`src/rtl/ascii_integer_parser_top_macros.svh`:
```
// Assertion macros for the ASCII integer parser.
// Included by the top level; the macros expect clk and arst_n in scope.
`ifndef ASCII_INTEGER_PARSER_TOP_MACROS_SVH
`define ASCII_INTEGER_PARSER_TOP_MACROS_SVH

// Same-cycle implication, quiet during reset.
`define AIP_ASSERT_IMP(label, ante, cons) \
	label: assert property (@(posedge clk) disable iff (!arst_n) (ante) |-> (cons)) \
		else $error("aip: same-cycle check failed");

// Next-cycle implication, quiet during reset.
`define AIP_ASSERT_NEXT(label, ante, cons) \
	label: assert property (@(posedge clk) disable iff (!arst_n) (ante) |=> (cons)) \
		else $error("aip: next-cycle check failed");

`endif

```
`src/rtl/aip_pkg.sv`:
```
// Shared types, character codes and helpers for the ASCII integer parser.
// No dependencies.
package aip_pkg;

	// register indexes of the configuration port
	localparam logic CFG_NUMBER_BASE = 1'b0;
	localparam logic CFG_SIGNED_MODE = 1'b1;

	localparam logic [7:0] CH_NUL   = 8'h00;
	localparam logic [7:0] CH_LF    = 8'h0A;
	localparam logic [7:0] CH_CR    = 8'h0D;
	localparam logic [7:0] CH_MINUS = 8'h2D;
	localparam logic [7:0] CH_0     = 8'h30;
	localparam logic [7:0] CH_9     = 8'h39;
	localparam logic [7:0] CH_UA    = 8'h41;
	localparam logic [7:0] CH_UF    = 8'h46;
	localparam logic [7:0] CH_UX    = 8'h58;
	localparam logic [7:0] CH_LA    = 8'h61;
	localparam logic [7:0] CH_LF_HEX = 8'h66;
	localparam logic [7:0] CH_LX    = 8'h78;

	// digit value of a character that is no hex digit; above any 6-bit base
	localparam logic [6:0] NOT_DIGIT = 7'h40;

	localparam logic [5:0] BASE_OCT = 6'd8;
	localparam logic [5:0] BASE_DEC = 6'd10;
	localparam logic [5:0] BASE_HEX = 6'd16;
	localparam logic [7:0] COUNT_MAX = 8'hFF;

	typedef enum logic [5:0] {
		PH_START       = 6'b000001,
		PH_AFTER_MINUS = 6'b000010,
		PH_AFTER_ZERO  = 6'b000100,
		PH_AFTER_X     = 6'b001000,
		PH_DIGITS      = 6'b010000,
		PH_DONE        = 6'b100000
	} aip_phase_t;

	// per-line parse state, accumulator kept apart as its width varies
	typedef struct packed {
		aip_phase_t  phase;
		logic [5:0]  active_base;
		logic        negate;
		logic [7:0]  char_count;
		logic [7:0]  stop_pos;
	} aip_line_t;

	localparam aip_line_t LINE_RESET = '{
		phase:       PH_START,
		active_base: 6'd0,
		negate:      1'b0,
		char_count:  8'd0,
		stop_pos:    8'd0
	};

	function automatic logic [6:0] hex_value(input logic [7:0] c);
		logic [6:0] r;
		r = NOT_DIGIT;
		if (c >= CH_0 && c <= CH_9) begin
			r = 7'(c - CH_0);
		end else if (c >= CH_UA && c <= CH_UF) begin
			r = 7'(c - CH_UA + 8'd10);
		end else if (c >= CH_LA && c <= CH_LF_HEX) begin
			r = 7'(c - CH_LA + 8'd10);
		end
		return r;
	endfunction

	function automatic logic [7:0] sat_inc(input logic [7:0] x);
		return (x == COUNT_MAX) ? COUNT_MAX : x + 8'd1;
	endfunction

endpackage

```
`src/rtl/aip_step.sv`:
```
// Next-state and result logic for one character of the parser.
// Depends on aip_pkg.
module aip_step #(
	parameter int VALUE_WIDTH = 32
) (
	input  aip_pkg::aip_line_t     cur,
	input  logic [VALUE_WIDTH-1:0] acc,
	input  logic [7:0]             ch,
	input  logic [5:0]             number_base,
	input  logic                   signed_mode,
	output aip_pkg::aip_line_t     nxt,
	output logic [VALUE_WIDTH-1:0] acc_nxt,
	output logic                   is_end,
	output logic [VALUE_WIDTH-1:0] res_value,
	output logic [7:0]             res_stop
);

	logic [6:0]             dig;
	logic [7:0]             idx_inc;
	logic [5:0]             use_base;
	logic                   try_dig;
	logic                   begin_num;
	logic [VALUE_WIDTH+5:0] prod;

	assign is_end  = (ch == aip_pkg::CH_CR) || (ch == aip_pkg::CH_LF) ||
	                 (ch == aip_pkg::CH_NUL);
	assign dig     = aip_pkg::hex_value(ch);
	assign idx_inc = aip_pkg::sat_inc(cur.char_count);

	assign res_value = cur.negate ? (VALUE_WIDTH'(0) - acc) : acc;
	assign res_stop  = cur.stop_pos;

	always_comb begin
		nxt       = cur;
		acc_nxt   = acc;
		use_base  = cur.active_base;
		try_dig   = 1'b0;
		begin_num = 1'b0;
		prod      = '0;
		if (is_end) begin
			nxt     = aip_pkg::LINE_RESET;
			acc_nxt = '0;
		end else begin
			nxt.char_count = idx_inc;
			unique case (cur.phase)
				aip_pkg::PH_START: begin
					if (signed_mode && ch == aip_pkg::CH_MINUS) begin
						nxt.negate   = 1'b1;
						nxt.stop_pos = idx_inc;
						nxt.phase    = aip_pkg::PH_AFTER_MINUS;
					end else begin
						begin_num = 1'b1;
					end
				end
				aip_pkg::PH_AFTER_MINUS: begin
					begin_num = 1'b1;
				end
				aip_pkg::PH_AFTER_ZERO: begin
					if (ch == aip_pkg::CH_LX || ch == aip_pkg::CH_UX) begin
						nxt.phase = aip_pkg::PH_AFTER_X;
					end else begin
						use_base = (number_base != 6'd0) ? number_base : aip_pkg::BASE_OCT;
						try_dig  = 1'b1;
					end
				end
				aip_pkg::PH_AFTER_X: begin
					// the x is only consumed if a hex digit follows it
					if (dig < 7'(aip_pkg::BASE_HEX)) begin
						use_base = aip_pkg::BASE_HEX;
						try_dig  = 1'b1;
					end else begin
						nxt.phase = aip_pkg::PH_DONE;
					end
				end
				aip_pkg::PH_DIGITS: begin
					try_dig = 1'b1;
				end
				aip_pkg::PH_DONE: begin
				end
				default: begin
				end
			endcase
			if (begin_num) begin
				if (ch == aip_pkg::CH_0) begin
					nxt.stop_pos = idx_inc;
					nxt.phase    = aip_pkg::PH_AFTER_ZERO;
				end else begin
					use_base = (number_base != 6'd0) ? number_base : aip_pkg::BASE_DEC;
					try_dig  = 1'b1;
				end
			end
			if (try_dig) begin
				nxt.active_base = use_base;
				prod = {6'd0, acc} * {{VALUE_WIDTH{1'b0}}, use_base};
				if (dig < {1'b0, use_base}) begin
					acc_nxt      = prod[VALUE_WIDTH-1:0] + VALUE_WIDTH'(dig);
					nxt.stop_pos = idx_inc;
					nxt.phase    = aip_pkg::PH_DIGITS;
				end else begin
					nxt.phase = aip_pkg::PH_DONE;
				end
			end
		end
	end

endmodule

```
`src/rtl/aip_out_reg.sv`:
```
// Result register of the parser: holds one value and stop index until taken.
// No package dependencies.
module aip_out_reg #(
	parameter int VALUE_WIDTH = 32
) (
	input  logic                   clk,
	input  logic                   arst_n,
	input  logic                   load,
	input  logic [VALUE_WIDTH-1:0] value_d,
	input  logic [7:0]             stop_d,
	input  logic                   out_stall,
	output logic                   out_valid,
	output logic [VALUE_WIDTH-1:0] value,
	output logic [7:0]             stop_index
);

	logic                   valid_s2;
	logic [VALUE_WIDTH-1:0] value_s2;
	logic [7:0]             stop_s2;

	always_ff @(posedge clk or negedge arst_n) begin
		if (!arst_n) begin
			valid_s2 <= 1'b0;
		end else if (load) begin
			valid_s2 <= 1'b1;
		end else if (!out_stall) begin
			valid_s2 <= 1'b0;
		end
	end

	always_ff @(posedge clk) begin
		if (load) begin
			value_s2 <= value_d;
			stop_s2  <= stop_d;
		end
	end

	assign out_valid  = valid_s2;
	assign value      = value_s2;
	assign stop_index = stop_s2;

endmodule

```
`src/rtl/ascii_integer_parser_top.sv`:
```
// Top level of the ASCII integer parser: input register, line state, result register.
// Depends on aip_pkg, aip_step, aip_out_reg and ascii_integer_parser_top_macros.svh.
//
//  channel | handshake             | payload
//  --------+-----------------------+---------------------------------
//  in      | in_valid / in_stall   | ch[7:0]
//  out     | out_valid / out_stall | value[VALUE_WIDTH-1:0], stop_index[7:0]
//  cfg     | cfg_we                | cfg_index, cfg_data[5:0]
//
// One character per cycle while in_stall is low; a line end's result passes the input
// register and then the result register, and waits there until it is taken.
// Throughput is set by the single multiply-add of the line state loop.
// Reset clears the line state, the configuration and both valid flags.
// in_stall rises only when a line end sits in the input register and the
// result register is full and stalled; ordinary characters keep flowing.
`include "ascii_integer_parser_top_macros.svh"

module ascii_integer_parser_top #(
	parameter int VALUE_WIDTH = 32
) (
	input  logic                   clk,
	input  logic                   arst_n,
	input  logic                   in_valid,
	output logic                   in_stall,
	input  logic [7:0]             ch,
	output logic                   out_valid,
	input  logic                   out_stall,
	output logic [VALUE_WIDTH-1:0] value,
	output logic [7:0]             stop_index,
	input  logic                   cfg_we,
	input  logic                   cfg_index,
	input  logic [5:0]             cfg_data
);

	// configuration
	logic [5:0] number_base_q;
	logic       signed_mode_q;

	// input register
	logic       valid_s1;
	logic [7:0] ch_s1;

	// parse state for the current line
	aip_pkg::aip_line_t     line_q;
	logic [VALUE_WIDTH-1:0] acc_q;

	aip_pkg::aip_line_t     line_nxt;
	logic [VALUE_WIDTH-1:0] acc_nxt;
	logic                   is_end;
	logic [VALUE_WIDTH-1:0] res_value;
	logic [7:0]             res_stop;
	logic                   advance;
	logic                   load_out;

	always_ff @(posedge clk or negedge arst_n) begin
		if (!arst_n) begin
			number_base_q <= 6'd0;
			signed_mode_q <= 1'b0;
		end else if (cfg_we) begin
			unique case (cfg_index)
				aip_pkg::CFG_NUMBER_BASE: number_base_q <= cfg_data;
				aip_pkg::CFG_SIGNED_MODE: signed_mode_q <= cfg_data[0];
			endcase
		end
	end

	// a line end needs a free result slot, anything else moves on at once
	assign advance  = valid_s1 && (!is_end || !out_valid || !out_stall);
	assign load_out = advance && is_end;
	assign in_stall = valid_s1 && !advance;

	always_ff @(posedge clk or negedge arst_n) begin
		if (!arst_n) begin
			valid_s1 <= 1'b0;
		end else if (in_valid && !in_stall) begin
			valid_s1 <= 1'b1;
		end else if (advance) begin
			valid_s1 <= 1'b0;
		end
	end

	always_ff @(posedge clk) begin
		if (in_valid && !in_stall) begin
			ch_s1 <= ch;
		end
	end

	always_ff @(posedge clk or negedge arst_n) begin
		if (!arst_n) begin
			line_q <= aip_pkg::LINE_RESET;
			acc_q  <= '0;
		end else if (advance) begin
			line_q <= line_nxt;
			acc_q  <= acc_nxt;
		end
	end

	aip_step #(
		.VALUE_WIDTH(VALUE_WIDTH)
	) u_step (
		.cur        (line_q),
		.acc        (acc_q),
		.ch         (ch_s1),
		.number_base(number_base_q),
		.signed_mode(signed_mode_q),
		.nxt        (line_nxt),
		.acc_nxt    (acc_nxt),
		.is_end     (is_end),
		.res_value  (res_value),
		.res_stop   (res_stop)
	);

	aip_out_reg #(
		.VALUE_WIDTH(VALUE_WIDTH)
	) u_out (
		.clk       (clk),
		.arst_n    (arst_n),
		.load      (load_out),
		.value_d   (res_value),
		.stop_d    (res_stop),
		.out_stall (out_stall),
		.out_valid (out_valid),
		.value     (value),
		.stop_index(stop_index)
	);

	// a held-up input means a line end waiting on a blocked result slot
	`AIP_ASSERT_IMP(a_stall_cause, in_stall, valid_s1 && is_end && out_valid && out_stall)
	// a line end leaves the parse state cleared
	`AIP_ASSERT_NEXT(a_line_clear, load_out, line_q.char_count == 8'd0 && acc_q == '0)
	// the stop position never runs ahead of the characters seen
	`AIP_ASSERT_IMP(a_stop_bound, valid_s1, line_q.stop_pos <= line_q.char_count)

endmodule

```
`config.mk`:
```
export PLATFORM = sky130hd
export DESIGN_NAME = ascii_integer_parser_top
export DESIGN_NICKNAME = d
export VERILOG_FILES = /design/src/rtl/aip_pkg.sv /design/src/rtl/aip_step.sv /design/src/rtl/aip_out_reg.sv /design/src/rtl/ascii_integer_parser_top.sv
export VERILOG_INCLUDE_DIRS = /design/src /design/src/rtl
export SDC_FILE = /design/constraint.sdc
export NUM_CORES = 1
export LEC_CHECK = 0
export BUFFER_PORTS_ARGS = -buffer_cell sky130_fd_sc_hd__buf_2
export CORE_ASPECT_RATIO = 0.5
export CORE_MARGIN = 4
export CORE_UTILIZATION = 25
export CTS_BUF_LIST = sky130_fd_sc_hd__clkbuf_8
export DETAILED_ROUTE_END_ITERATION = 16
export PLACE_DENSITY_LB_ADDON = 0.2
export SLEW_MARGIN = 25
export SYNTH_ARGS = -nofsm -noshare
export SYNTH_HDL_FRONTEND = slang
export SYNTH_SLANG_ARGS = --single-unit
```
`constraint.sdc`:
```
create_clock -name clk -period 13.45 [get_ports clk]
set_clock_uncertainty 0.15 [all_clocks]
set_input_delay 4.035 -clock clk [delete_from_list [all_inputs] [get_ports clk]]
set_output_delay 4.035 -clock clk [all_outputs]
set_load 0.05 [all_outputs]
```
### Yosys cells after proc, flatten, opt, wreduce, memory -nomap -nowiden

Cells that the tools add are included.

| word-level totals | value |
|---|---|
| flip-flop bits (word level) | 118 |
| input port bits | 20 |
| output and inout bits | 42 |
| word-level logic and storage cells | 120 |

| operators by class | value |
|---|---|
| $add $sub $neg | 8 |
| multipliers | 1 |
| order comparisons | 8 |
| equality and inequality tests | 13 |
| multiplexer cells | 46 |
| bitwise logic cells | 1 |
| reductions and logical operators | 30 |

Operators with widths:

| cell | count |
|---|---|
| $mux 32 | 4 |
| $mux 6 | 13 |
| $mux 8 | 7 |
| $add 32x7->32 | 1 |
| $mul 32x6->32 | 1 |
| $sub 1x32->32 const A | 1 |
| $mux 29 | 1 |
| $mux 7 | 3 |
| $pmux 6 s3 | 1 |
| $eq 8x4->1 const B | 2 |
| $eq 8x6->1 const B | 2 |
| $eq 8x7->1 const B | 2 |
| $ge 8x7->1 const B | 2 |
| $le 8x7->1 const B | 2 |
| $add 7x4->7 const B | 2 |
| $sub 7x7->7 const B | 2 |
| $mux 1 | 13 |
| $mux 12 | 1 |
| $pmux 6 s2 | 1 |
| $reduce_bool 2->1 | 5 |
| $add 8x1->8 const B | 1 |
| $eq 8x8->1 const B | 1 |
| $ge 8x6->1 const B | 1 |
| $le 8x6->1 const B | 1 |
| other kinds (19) | 37 |

### Longest topological paths before layout

Gate-level depths: netlist of the first run.

| depth | value |
|---|---|
| word-level depth | 16 |
| depth in mapped cells | 32 |

### Hierarchy

A second synthesis of the first run with hierarchy kept.

| second synthesis, totals | value |
|---|---|
| cell total of the unflattened synthesis | 1447 |
| area, all modules | 13534.2 µm² |

By module, submodules not included:

| module | times used | cells an instance | area each (µm²) | sequential area each (µm²) |
|---|---|---|---|---|
| aip_step | 1 | 1026 | 8152.8 | 0.0 |
| ascii_integer_parser_top | 1 | 379 | 4147.7 | 1968.1 |
| aip_out_reg | 1 | 42 | 1233.7 | 1226.2 |

### Worst setup path after synthesis of the first run

No wires, ideal clock.

| timing path | value |
|---|---|
| path type | input port to output port |
| start point | input port out_stall |
| end point | output port in_stall |
| arrival | 4631 ps |
| slack | 4634 ps |
| cell stages on the path | 4 |
| buffers on the path | 0 |
| cells stage by stage | nand2_1 nor2_1 nand2_1 inv_1 |

| on the way | value |
|---|---|
| cells in the longest elaborated chain, start to end | 5 |

RTL lines:

| element | RTL line | RTL |
|---|---|---|
| start, declared | ascii_integer_parser_top.sv:27 | `input logic out_stall,` |
| $logic_not 1->1 | n/a |  |
| $logic_or 1x1->1 | ascii_integer_parser_top.sv:68 | `assign advance = valid_s1 && (!is_end \|\| !out_valid \|\| !out_stall);` |
| $logic_and 1x1->1 | ascii_integer_parser_top.sv:68 |  |
| $logic_not 1->1 | ascii_integer_parser_top.sv:70 | `assign in_stall = valid_s1 && !advance;` |
| $logic_and 1x1->1 | ascii_integer_parser_top.sv:70 |  |
| end, declared | ascii_integer_parser_top.sv:24 | `output logic in_stall,` |

No other way between the ends.

### Worst setup path in the final report of the first run

Ends and elaborated chain as after synthesis.

==> results_dict.tcl, run 1 <==
set metrics [dict create \
    post_route_drc 0 \
    grtUsageMet1 0.174 \
    final-max-slew-violation-count 0 \
    ys_ff_latch 118 \
    cts_made_buffers 17 \
    crit_fanout 3 \
    overall_overflow_remaining_after_global_route 0 \
    final.period_utilization 0.663 \
    grt_max_degree 71 \
    setup.worst_path.class "input port to primary output" \
    clock_tree_from_tritoncts "built" \
    dieWidth_um 310 \
    antenna_cells 0 \
    grt.met2_usage 0.208 \
    status "finished clean" \
    crit_path_cell_chain "buf_2, nand2_1, nor2_1, nand2_1, inv_1, buf_2" \
    synth_edf_count 48 \
    met3_usage 0.0140 \
    top_ff_cell_synth "sky130_fd_sc_hd__dfrtp_1" \
    timing.setup.tns_ns 0 \
    worst_ir_drop_vdd_mv 0.0735 \
    design.portCount 62 \
    avgViaCountPerCell 4.70 \
    async_reset_ff_frac 0.593 \
    place_congestion 0.815 \
    most_common_library_cell_in_the_layout_ignoring_fill_and_taps "sky130_fd_sc_hd__and2_1" \
    critPathLaunch "out_stall" \
    gr-max-usage-layer "met2" \
    maxSlewHeadroom 0.506 \
    detail_route.iter0.violations 437 \
    global_route.usage.total 0.124 \
    post_route_cells_drive_above_1_share 0.129 \
    seqCellArea_um2 3190 \
    worst_skew_pair.late_latency_ns 0.46 \
    post-dp-hpwl_um 21300 \
    post-cts-setup-buffers 0 \
    maxCapViolCount 0 \
    detailroute.via_count 8312 \
    routed_length_per_placed_instance_um 16.8 \
    rr_startpoint "ch_s1[4]$_DFFE_PP_" \
    clock_net_sink_count 118 \
    worst_min_delay_path_class "flop to flop" \
    fin_hold_ws_ns 0.301 \
    cts-hold-fix-buffers 0 \
    crit_slowest_cell "sky130_fd_sc_hd__buf_2" \
    startpoint_type "input port" \
    post_synth.cell_area_avg_um2 10.1 \
    filler_cell_count 4752 \
    cts_htree_levels 4 \
    port_buffers 61 \
    iteration_count_of_the_initial_detailed_routing_pass 5 \
    die_height_um 159 \
    flow.area_growth_from_synthesis_pct 11.9 \
    detail-route-antenna-nets 0 \
    final_cell_mix "sky130_fd_sc_hd__and2_1, sky130_fd_sc_hd__fa_1, sky130_fd_sc_hd__ha_1" \
    path_buf_inv 3 \
    hold_start "line_q[6]$_DFFE_PN0P_" \
    finalWirelength_um 29700 \
    worst_pin_slew_ns 0.740 \
    grt_setup_unrepaired "no" \
    data_required_time_at_the_worst_endpoint_ns 9.26 \
    effective_utilization_at_floorplan 0.253 \
    cts_resized 0 \
    fin_crit_ns 8.91 \
    mappedNetlistNets 1340 \
    vias_in_the_first_global_route 8875 \
    timing_hold_violations_final 0 \
    netlist_instances 1128 \
    area_of_combinational_cells_with_multiple_inputs_um2 7740 \
    placed_cells_incl_taps 1738 \
    cts.clk_slew.worst_paths_ns 0.08 \
    rows 55 \
    leakagePower_nw 6.15 \
    fin_cells 1770 \
    layout.nets 1371 \
    synth_warnings 0 \
    crit_arrival_ns 4.73 \
    core_um2 45200 \
    fmax_ghz 0.112 \
    antenna_found_initial 0 \
    floorplan.die_area_um2 49400 \
    synth_cell_types 76 \
    crit_path_end_kind "primary output" \
    timing.critical_path.max_delay_family "buffers and inverters" \
    synth.cell_area_um2 11400 \
    power_per_cell_area_nw_per_um2 95.9 \
    timing.critical_path.slowest_cell_delay_ns 0.25 \
    cts-root-buf "sky130_fd_sc_hd__clkbuf_8" \
    grt_pass1_wl_um 49500 \
    setup_viol 0 \
    sequential_share_of_the_synthesized_area 0.279 \
    cts.path.max_buffers 2 \
]
==> layout make-up <==
| class | count | share of cell area |
|---|---|---|
| multi-input cells | 878 | 0.605 |
| flip-flops and latches | 118 | 0.250 |
| well taps | 598 | 0.0585 |
| repair buffers | 70 | 0.0296 |
| inverters | 74 | 0.0219 |
| clock buffers | 18 | 0.0194 |
| clock inverters | 14 | 0.0155 |
==> power breakdown <==
group          leakage [nW]  internal (mW)  total (mW)  switching (mW)
registers              1.41          0.404       0.434          0.0300
clock network         0.217          0.209       0.378           0.170
logic                  4.52          0.108       0.413           0.305
==> through the flow <==
| step | total power, mW | util | instance area [um^2] | worst slack, ns |
|---|---|---|---|---|
| 3_5_place_dp | 0.855 | 0.273 | 12300 | 4.54 |
| 5_1_grt | 1.30 | 0.283 | 12800 | 4.25 |
| 4_1_cts | 1.24 | 0.283 | 12800 | 4.53 |
| 3_3_place_gp | 0.847 | 0.273 | 12300 | 4.55 |
| 2_1_floorplan | 0.695 | - | 11400 | 4.63 |
| 6_report | 1.23 | 0.283 | 12800 | 4.54 |
==> layer usage <==
layer,up-vias,routed length [um]
met5,-,0
met4,0,345
met3,20,1020
met2,148,14000
met1,4224,14300
li1,3920,-
==> registers in the layout, indices dropped and copies added, names as in the netlist <==
register / flops
acc_q: 32
u_out.value: 32
line_q: 29
ch_s1: 8
u_out.stop_index: 8
number_base_q: 6
signed_mode_q: 1
u_out.out_valid: 1
valid_s1: 1
==> logic make-up (layout without fill, tap and decap cells) <==
kind of cell,count (synthesis),count (layout),share of synthesized area
multiplexers,10,10,0.00996
flip-flops,118,118,0.279
XOR/XNOR,65,65,0.0522
AND/OR/NAND/NOR,384,384,0.185
AO/OA/AOI/OAI,227,227,0.144
adder cells (fa/ha/maj),192,192,0.284
buffers and inverters,132,176,0.0450
==> final timing paths <==
check                                                end  slack, ns  cells after the start
setup / recovery                                in_stall       4.54                      6
hold / removal             u_out.stop_index[6]$_DFFE_PP_       0.30                      0
setup reg to reg                   acc_q[30]$_DFFE_PN0P_       4.96                     26
hold reg to reg            u_out.stop_index[6]$_DFFE_PP_       0.30                      0
max in group asynchronous          line_q[1]$_DFFE_PN0P_       9.20                      1
min in group asynchronous      signed_mode_q$_DFFE_PN0P_       3.46                      1
==> synthesized netlist by cell type, drive strengths merged (3+ instances only) <==
cell     count  share of area
o21a         7         0.0053
or4          4         0.0026
and2       134          0.074
o211ai       5         0.0037
a21o        15          0.010
nand2       77          0.026
a2111oi      3         0.0056
nor3         7         0.0031
nor4         3         0.0016
o21bai       4         0.0026
xor2        10         0.0077
o22ai        3         0.0022
dfrtp       69           0.15
or3         12         0.0066
nand4        4         0.0022
a31oi       10         0.0060
o41ai        8         0.0061
and3        12         0.0071
mux2         8         0.0082
edfxtp      48           0.13
nand3       12         0.0053
o21ai       49          0.021
fa         113           0.20
a31o         3         0.0023
or2          4         0.0022
o2111ai      3         0.0028
nor2        54          0.018
a21boi       4         0.0026
ha          79          0.086
a21oi       42          0.018
nor2b       36          0.020
inv         74          0.025
a22o        44          0.035
o31ai       13         0.0085
buf         15         0.0063
xnor2       53          0.041
a32o         4         0.0035
nand2b      19          0.010
clkbuf      43          0.014
(Power assumes the default switching activity.)
==> run 2, diff against run 1 <==
==> constraint.sdc (replaced) <==
create_clock -name clk -period 9.04 [get_ports clk]
set_clock_uncertainty 0.15 [all_clocks]
set_input_delay 2.712 -clock clk [delete_from_list [all_inputs] [get_ports clk]]
set_output_delay 2.712 -clock clk [all_outputs]
set_load 0.05 [all_outputs]
==> results_dict.tcl, run 2 (synthesized netlist as in run 1, its figures left out) <==
set metrics [dict create \
    maxCapViolCount 0 \
    place_congestion 0.858 \
    iteration_count_of_the_initial_detailed_routing_pass 4 \
    timing.setup.tns_ns 0 \
    fin_crit_ns 8.30 \
    final-max-slew-violation-count 0 \
    crit_slowest_cell "sky130_fd_sc_hd__fa_1" \
    grt_max_degree 43 \
    core_um2 45200 \
    cts_htree_levels 4 \
    cts.clk_slew.worst_paths_ns 0.08 \
    startpoint_type "flop" \
    post-place-ws_ns 0.573 \
    worst_pin_slew_ns 0.927 \
    floorplan.die_area_um2 49400 \
    worst_min_delay_path_class "flop to flop" \
    cts-root-buf "sky130_fd_sc_hd__clkbuf_8" \
    status "finished clean" \
    clock_net_sink_count 118 \
    cts-hold-fix-buffers 0 \
    worst_skew_pair.late_latency_ns 0.48 \
    detail_route.iter0.violations 412 \
    placedInstanceArea_um2 12400 \
    avgViaCountPerCell 4.71 \
    grt_setup_unrepaired "no" \
    detailroute.via_count 8341 \
    detail-route-antenna-nets 0 \
    post_route_drc 0 \
    routed_length_per_placed_instance_um 17.2 \
    dieWidth_um 310 \
    fin_hold_ws_ns 0.305 \
    flow.area_growth_from_synthesis_pct 11.6 \
    fmax_ghz 0.120 \
    postLayoutCellArea_um2 12800 \
    worst_ir_drop_vdd_mv 0.0936 \
    rows 55 \
    path_buf_inv 4 \
    design.portCount 62 \
    timing_hold_violations_final 0 \
    power_per_cell_area_nw_per_um2 136 \
    post-dp-hpwl_um 23000 \
    setup_viol 0 \
    vias_in_the_first_global_route 8802 \
    crit_arrival_ns 8.52 \
    timing.critical_path.max_delay_family "compound AO/OA/AOI/OAI gates" \
    setup_slack_ns 0.740 \
    layout.nets 1373 \
    most_common_library_cell_in_the_layout_ignoring_fill_and_taps "sky130_fd_sc_hd__and2_1" \
    die_height_um 159 \
    cts_made_buffers 17 \
    final.period_utilization 0.918 \
    crit_path_end_kind "flop" \
    crit_fanout 12 \
    clock_tree_from_tritoncts "built" \
    post_route_cells_drive_above_1_share 0.129 \
    global_route.usage.total 0.130 \
    effective_utilization_at_floorplan 0.253 \
    final_cell_mix "sky130_fd_sc_hd__and2_1, sky130_fd_sc_hd__fa_1, sky130_fd_sc_hd__ha_1" \
    finalWirelength_um 30500 \
    data_required_time_at_the_worst_endpoint_ns 9.26 \
    cts.path.max_buffers 2 \
    overall_overflow_remaining_after_global_route 0 \
    grt_pass1_wl_um 50800 \
    port_buffers 61 \
    antenna_cells 0 \
    leakagePower_nw 6.14 \
    setup.worst_path.class "flop to flop" \
    maxSlewHeadroom 0.381 \
    timing.critical_path.slowest_cell_delay_ns 0.55 \
    antenna_found_initial 0 \
]
-- run 2: changes by cell type in the layout (fill, tap and decap cells not counted), moves of 2 or more --
cell,before,now
sky130_fd_sc_hd__inv_6,3,1
sky130_fd_sc_hd__clkinv_2,1,5
sky130_fd_sc_hd__bufinv_16,4,2
sky130_fd_sc_hd__buf_4,9,11
-- run 2: layout make-up --
cell class	count	area, um^2
clock buffer	18	248
clock inverter	14	136
fill	4700	32400
inverter	74	280
multi-input combinational	878	7750
sequential	118	3190
tap	598	748
timing repair buffer	72	410
-- run 2: report_power, final --
group / leakage [nW] / internal, mW / switching, mW
logic: 4.54 / 0.169 / 0.421
clock network: 0.192 / 0.249 / 0.252
registers: 1.41 / 0.601 / 0.0469
total: 6.14 / 1.02 / 0.719
-- run 2: metrics by stage --
step,cells,util,total power [mW]
CTS,1772,0.282,1.77
detailed placement,1740,0.274,1.26
floorplan,1128,-,1.03
global route,1772,0.282,1.86
finish,1772,0.282,1.74
global placement,1739,0.273,1.25
-- run 2: per-layer routing --
| layer | routed length, um | global-route usage | vias up |
|---|---|---|---|
| met1 | 14900 | 0.184 | 4245 |
| met3 | 918 | 0.0213 | 22 |
| met5 | 0 | 0 | - |
| met2 | 14300 | 0.208 | 152 |
| met4 | 350 | 0.0278 | 0 |
| li1 | - | - | 3922 |
-- run 2: worst register-to-register path: stages, from the launching register on --
cell	delay, ns
sky130_fd_sc_hd__edfxtp_1	0.54
sky130_fd_sc_hd__inv_1	0.11
sky130_fd_sc_hd__ha_1	0.24
sky130_fd_sc_hd__nor4b_2	0.39
sky130_fd_sc_hd__o31ai_1	0.12
sky130_fd_sc_hd__and3_4	0.21
sky130_fd_sc_hd__nor2b_1	0.14
sky130_fd_sc_hd__a221o_2	0.47
sky130_fd_sc_hd__o21a_4	0.26
sky130_fd_sc_hd__a21oi_2	0.43
sky130_fd_sc_hd__nand2_1	0.16
sky130_fd_sc_hd__fa_1	0.51
sky130_fd_sc_hd__fa_1	0.55
sky130_fd_sc_hd__inv_1	0.05
sky130_fd_sc_hd__fa_1	0.53
sky130_fd_sc_hd__inv_1	0.05
sky130_fd_sc_hd__fa_1	0.49
sky130_fd_sc_hd__inv_1	0.04
sky130_fd_sc_hd__ha_1	0.23
sky130_fd_sc_hd__a2111oi_0	0.49
sky130_fd_sc_hd__o21bai_1	0.22
sky130_fd_sc_hd__a31oi_1	0.48
sky130_fd_sc_hd__o22ai_1	0.26
sky130_fd_sc_hd__o211ai_1	0.41
sky130_fd_sc_hd__o21ai_0	0.16
sky130_fd_sc_hd__a21oi_1	0.21
sky130_fd_sc_hd__xnor2_1	0.08
sky130_fd_sc_hd__a22o_1	0.19
-- run 2: path summary, 6_finish.rpt --
check / from / end / slack [ns] / depth (start not counted)
max: ch_s1[1]$_DFFE_PP_ / acc_q[30]$_DFFE_PN0P_ / 0.74 / 27
min: line_q[7]$_DFFE_PN0P_ / u_out.stop_index[7]$_DFFE_PP_ / 0.31 / 0
max reg2reg: ch_s1[1]$_DFFE_PP_ / acc_q[30]$_DFFE_PN0P_ / 0.74 / 27
min reg2reg: line_q[7]$_DFFE_PN0P_ / u_out.stop_index[7]$_DFFE_PP_ / 0.31 / 0
max in group asynchronous: arst_n / line_q[23]$_DFFE_PN1P_ / 6.08 / 2
min in group asynchronous: arst_n / signed_mode_q$_DFFE_PN0P_ / 2.02 / 1
-- run 2: timing repair --
action                                  in CTS  in global routing
gates resized for setup                      0                  1
setup buffers                                0                  0
endpoints found under the setup margin       0                  1
==> run 3, diff against run 2 <==
--- a/config.mk
+++ b/config.mk
@@ -13,6 +13,7 @@
 export CTS_BUF_LIST = sky130_fd_sc_hd__clkbuf_8
 export DETAILED_ROUTE_END_ITERATION = 16
 export PLACE_DENSITY_LB_ADDON = 0.2
+export RECOVER_POWER = 50
 export SLEW_MARGIN = 25
 export SYNTH_ARGS = -nofsm -noshare
 export SYNTH_HDL_FRONTEND = slang
==> results_dict.tcl, run 3 (synthesized netlist as in run 1, its figures left out) <==
set metrics [dict create \
    post-place-ws_ns 0.573 \
    detailroute.via_count 8348 \
    placedInstanceArea_um2 12400 \
    place_congestion 0.858 \
    wl_met1_um 14800 \
    rr_startpoint "ch_s1[1]$_DFFE_PP_" \
    maxCapViolCount 2 \
    design.portCount 62 \
    routed_length_per_placed_instance_um 17.2 \
    setup.worst_path.class "flop to flop" \
    clock_power_share 0.289 \
    overall_overflow_remaining_after_global_route 0 \
    fin_crit_ns 8.30 \
    cts_htree_levels 4 \
    clock_net_sink_count 118 \
    worst_min_delay_path_class "flop to flop" \
    cts-root-buf "sky130_fd_sc_hd__clkbuf_8" \
    power.switching_fraction 0.414 \
    global_route.usage.total 0.130 \
    antenna_found_initial 0 \
    r2r_setup_slack_ns 0.74 \
    iteration_count_of_the_initial_detailed_routing_pass 5 \
    status "complete, but fails checks" \
    timing.critical_path.slowest_cell_delay_ns 0.55 \
    met2_wire_length_um 14200 \
    worst_pin_slew_ns 2.47 \
    cts-hold-fix-buffers 0 \
    final.period_utilization 0.918 \
    grt_pass1_wl_um 50800 \
    timing_hold_violations_final 0 \
    antenna_cells 0 \
    cts_made_buffers 17 \
    whs_endpoint "u_out.stop_index[7]$_DFFE_PP_" \
    cts_resized 0 \
    timing.critical_path.max_delay_family "compound AO/OA/AOI/OAI gates" \
    detail-route-antenna-nets 0 \
    top_layer_used "met4" \
    grt_setup_unrepaired "no" \
    path_depth 27 \
    cts.path.max_buffers 2 \
    post-cts-setup-buffers 0 \
    flow.area_growth_from_synthesis_pct 11.4 \
    crit_path_end_kind "flop" \
    dieWidth_um 310 \
    maxSlewHeadroom -0.646 \
    avgViaCountPerCell 4.71 \
    port_buffers 61 \
    crit_arrival_ns 8.52 \
    core_um2 45200 \
    final-max-slew-violation-count 73 \
    power_per_cell_area_nw_per_um2 136 \
    layout.nets 1373 \
    fmax_ghz 0.121 \
    fin_hold_ws_ns 0.305 \
    crit-reg2reg-capture "acc_q[30]$_DFFE_PN0P_" \
    net_switching_power_mw 0.719 \
    crit_fanout 11 \
    final_cell_mix "sky130_fd_sc_hd__and2_1, sky130_fd_sc_hd__fa_1, sky130_fd_sc_hd__ha_1" \
    effective_utilization_at_floorplan 0.253 \
    path_buf_inv 4 \
    floorplan.die_area_um2 49400 \
    crit_slowest_cell "sky130_fd_sc_hd__fa_1" \
    detail_route.iter0.violations 398 \
    internal-power_mw 1.02 \
    post_route_cells_drive_above_1_share 0.127 \
    die_height_um 159 \
    post_route_drc 0 \
    worst_skew_pair.late_latency_ns 0.49 \
    cts.clk_slew.worst_paths_ns 0.08 \
    failed_checks "max-capacitance violations, max-slew violations" \
    leakagePower_nw 6.12 \
    most_common_library_cell_in_the_layout_ignoring_fill_and_taps "sky130_fd_sc_hd__and2_1" \
    route.met3.wl_um 1060 \
    data_required_time_at_the_worst_endpoint_ns 9.27 \
    vias_in_the_first_global_route 8802 \
    timing.setup.tns_ns 0 \
    postLayoutCellArea_um2 12700 \
    hold_depth 0 \
    finalPower_mw 1.74 \
    setup_viol 0 \
    setup_slack_ns 0.742 \
    pwr-share-comb 0.338 \
    grt_max_degree 43 \
    worst_ir_drop_vdd_mv 0.0940 \
    post-dp-hpwl_um 23000 \
    hold_start "line_q[7]$_DFFE_PN0P_" \
    finalWirelength_um 30400 \
    number_of_cell_instances_on_the_worst_register_to_register_path 27 \
    rows 55 \
    seq_pwr_share 0.373 \
    clock_tree_from_tritoncts "built" \
    startpoint_type "flop" \
]
[run 3: cell types whose count changed in the layout (fill, tap and decap cells not counted), sizes merged]
| cell | previous run | this run |
|---|---|---|
| clkbuf | 18 | 21 |
| buf | 72 | 69 |
[run 3: layout make-up]
class	count	area [um^2]
clock inverters	14	136
flip-flops and latches	118	3190
fillers	4705	32500
repair buffers	72	382
clock buffers	18	248
multi-input cells	878	7750
well taps	598	748
inverters	74	280
[run 3: per-layer routing]
layer,vias up,GRT usage
met3,25,0.0213
met5,-,0
li1,3921,-
met2,149,0.208
met1,4253,0.184
met4,0,0.0278
[run 3: through the flow]
step / utilization / cells
3_5_place_dp: 0.274 / 1740
6_report: 0.282 / 1772
2_1_floorplan: - / 1128
4_1_cts: 0.282 / 1772
3_3_place_gp: 0.273 / 1739
5_1_grt: 0.282 / 1772
[run 3: worst max path at each step]
stage | start | endpoint | slack (ns)
floorplan | ch_s1[1]$_DFFE_PP_ | acc_q[21]$_DFFE_PN0P_ | 1.58
global placement | ch_s1[1]$_DFFE_PP_ | acc_q[31]$_DFFE_PN0P_ | 0.94
detailed placement | ch_s1[1]$_DFFE_PP_ | acc_q[31]$_DFFE_PN0P_ | 0.57
CTS | ch_s1[1]$_DFFE_PP_ | acc_q[31]$_DFFE_PN0P_ | 0.54
global route | ch_s1[1]$_DFFE_PP_ | acc_q[31]$_DFFE_PN0P_ | 0.18
finish | ch_s1[1]$_DFFE_PP_ | acc_q[30]$_DFFE_PN0P_ | 0.74
[run 3: power groups by stage]
stage,clock (mW),combinational [mW],sequential (mW)
global route,0.548,0.650,0.656
finish,0.502,0.587,0.648
floorplan,0,0.368,0.666
detailed placement,0,0.598,0.658
global placement,0,0.588,0.658
CTS,0.524,0.599,0.648
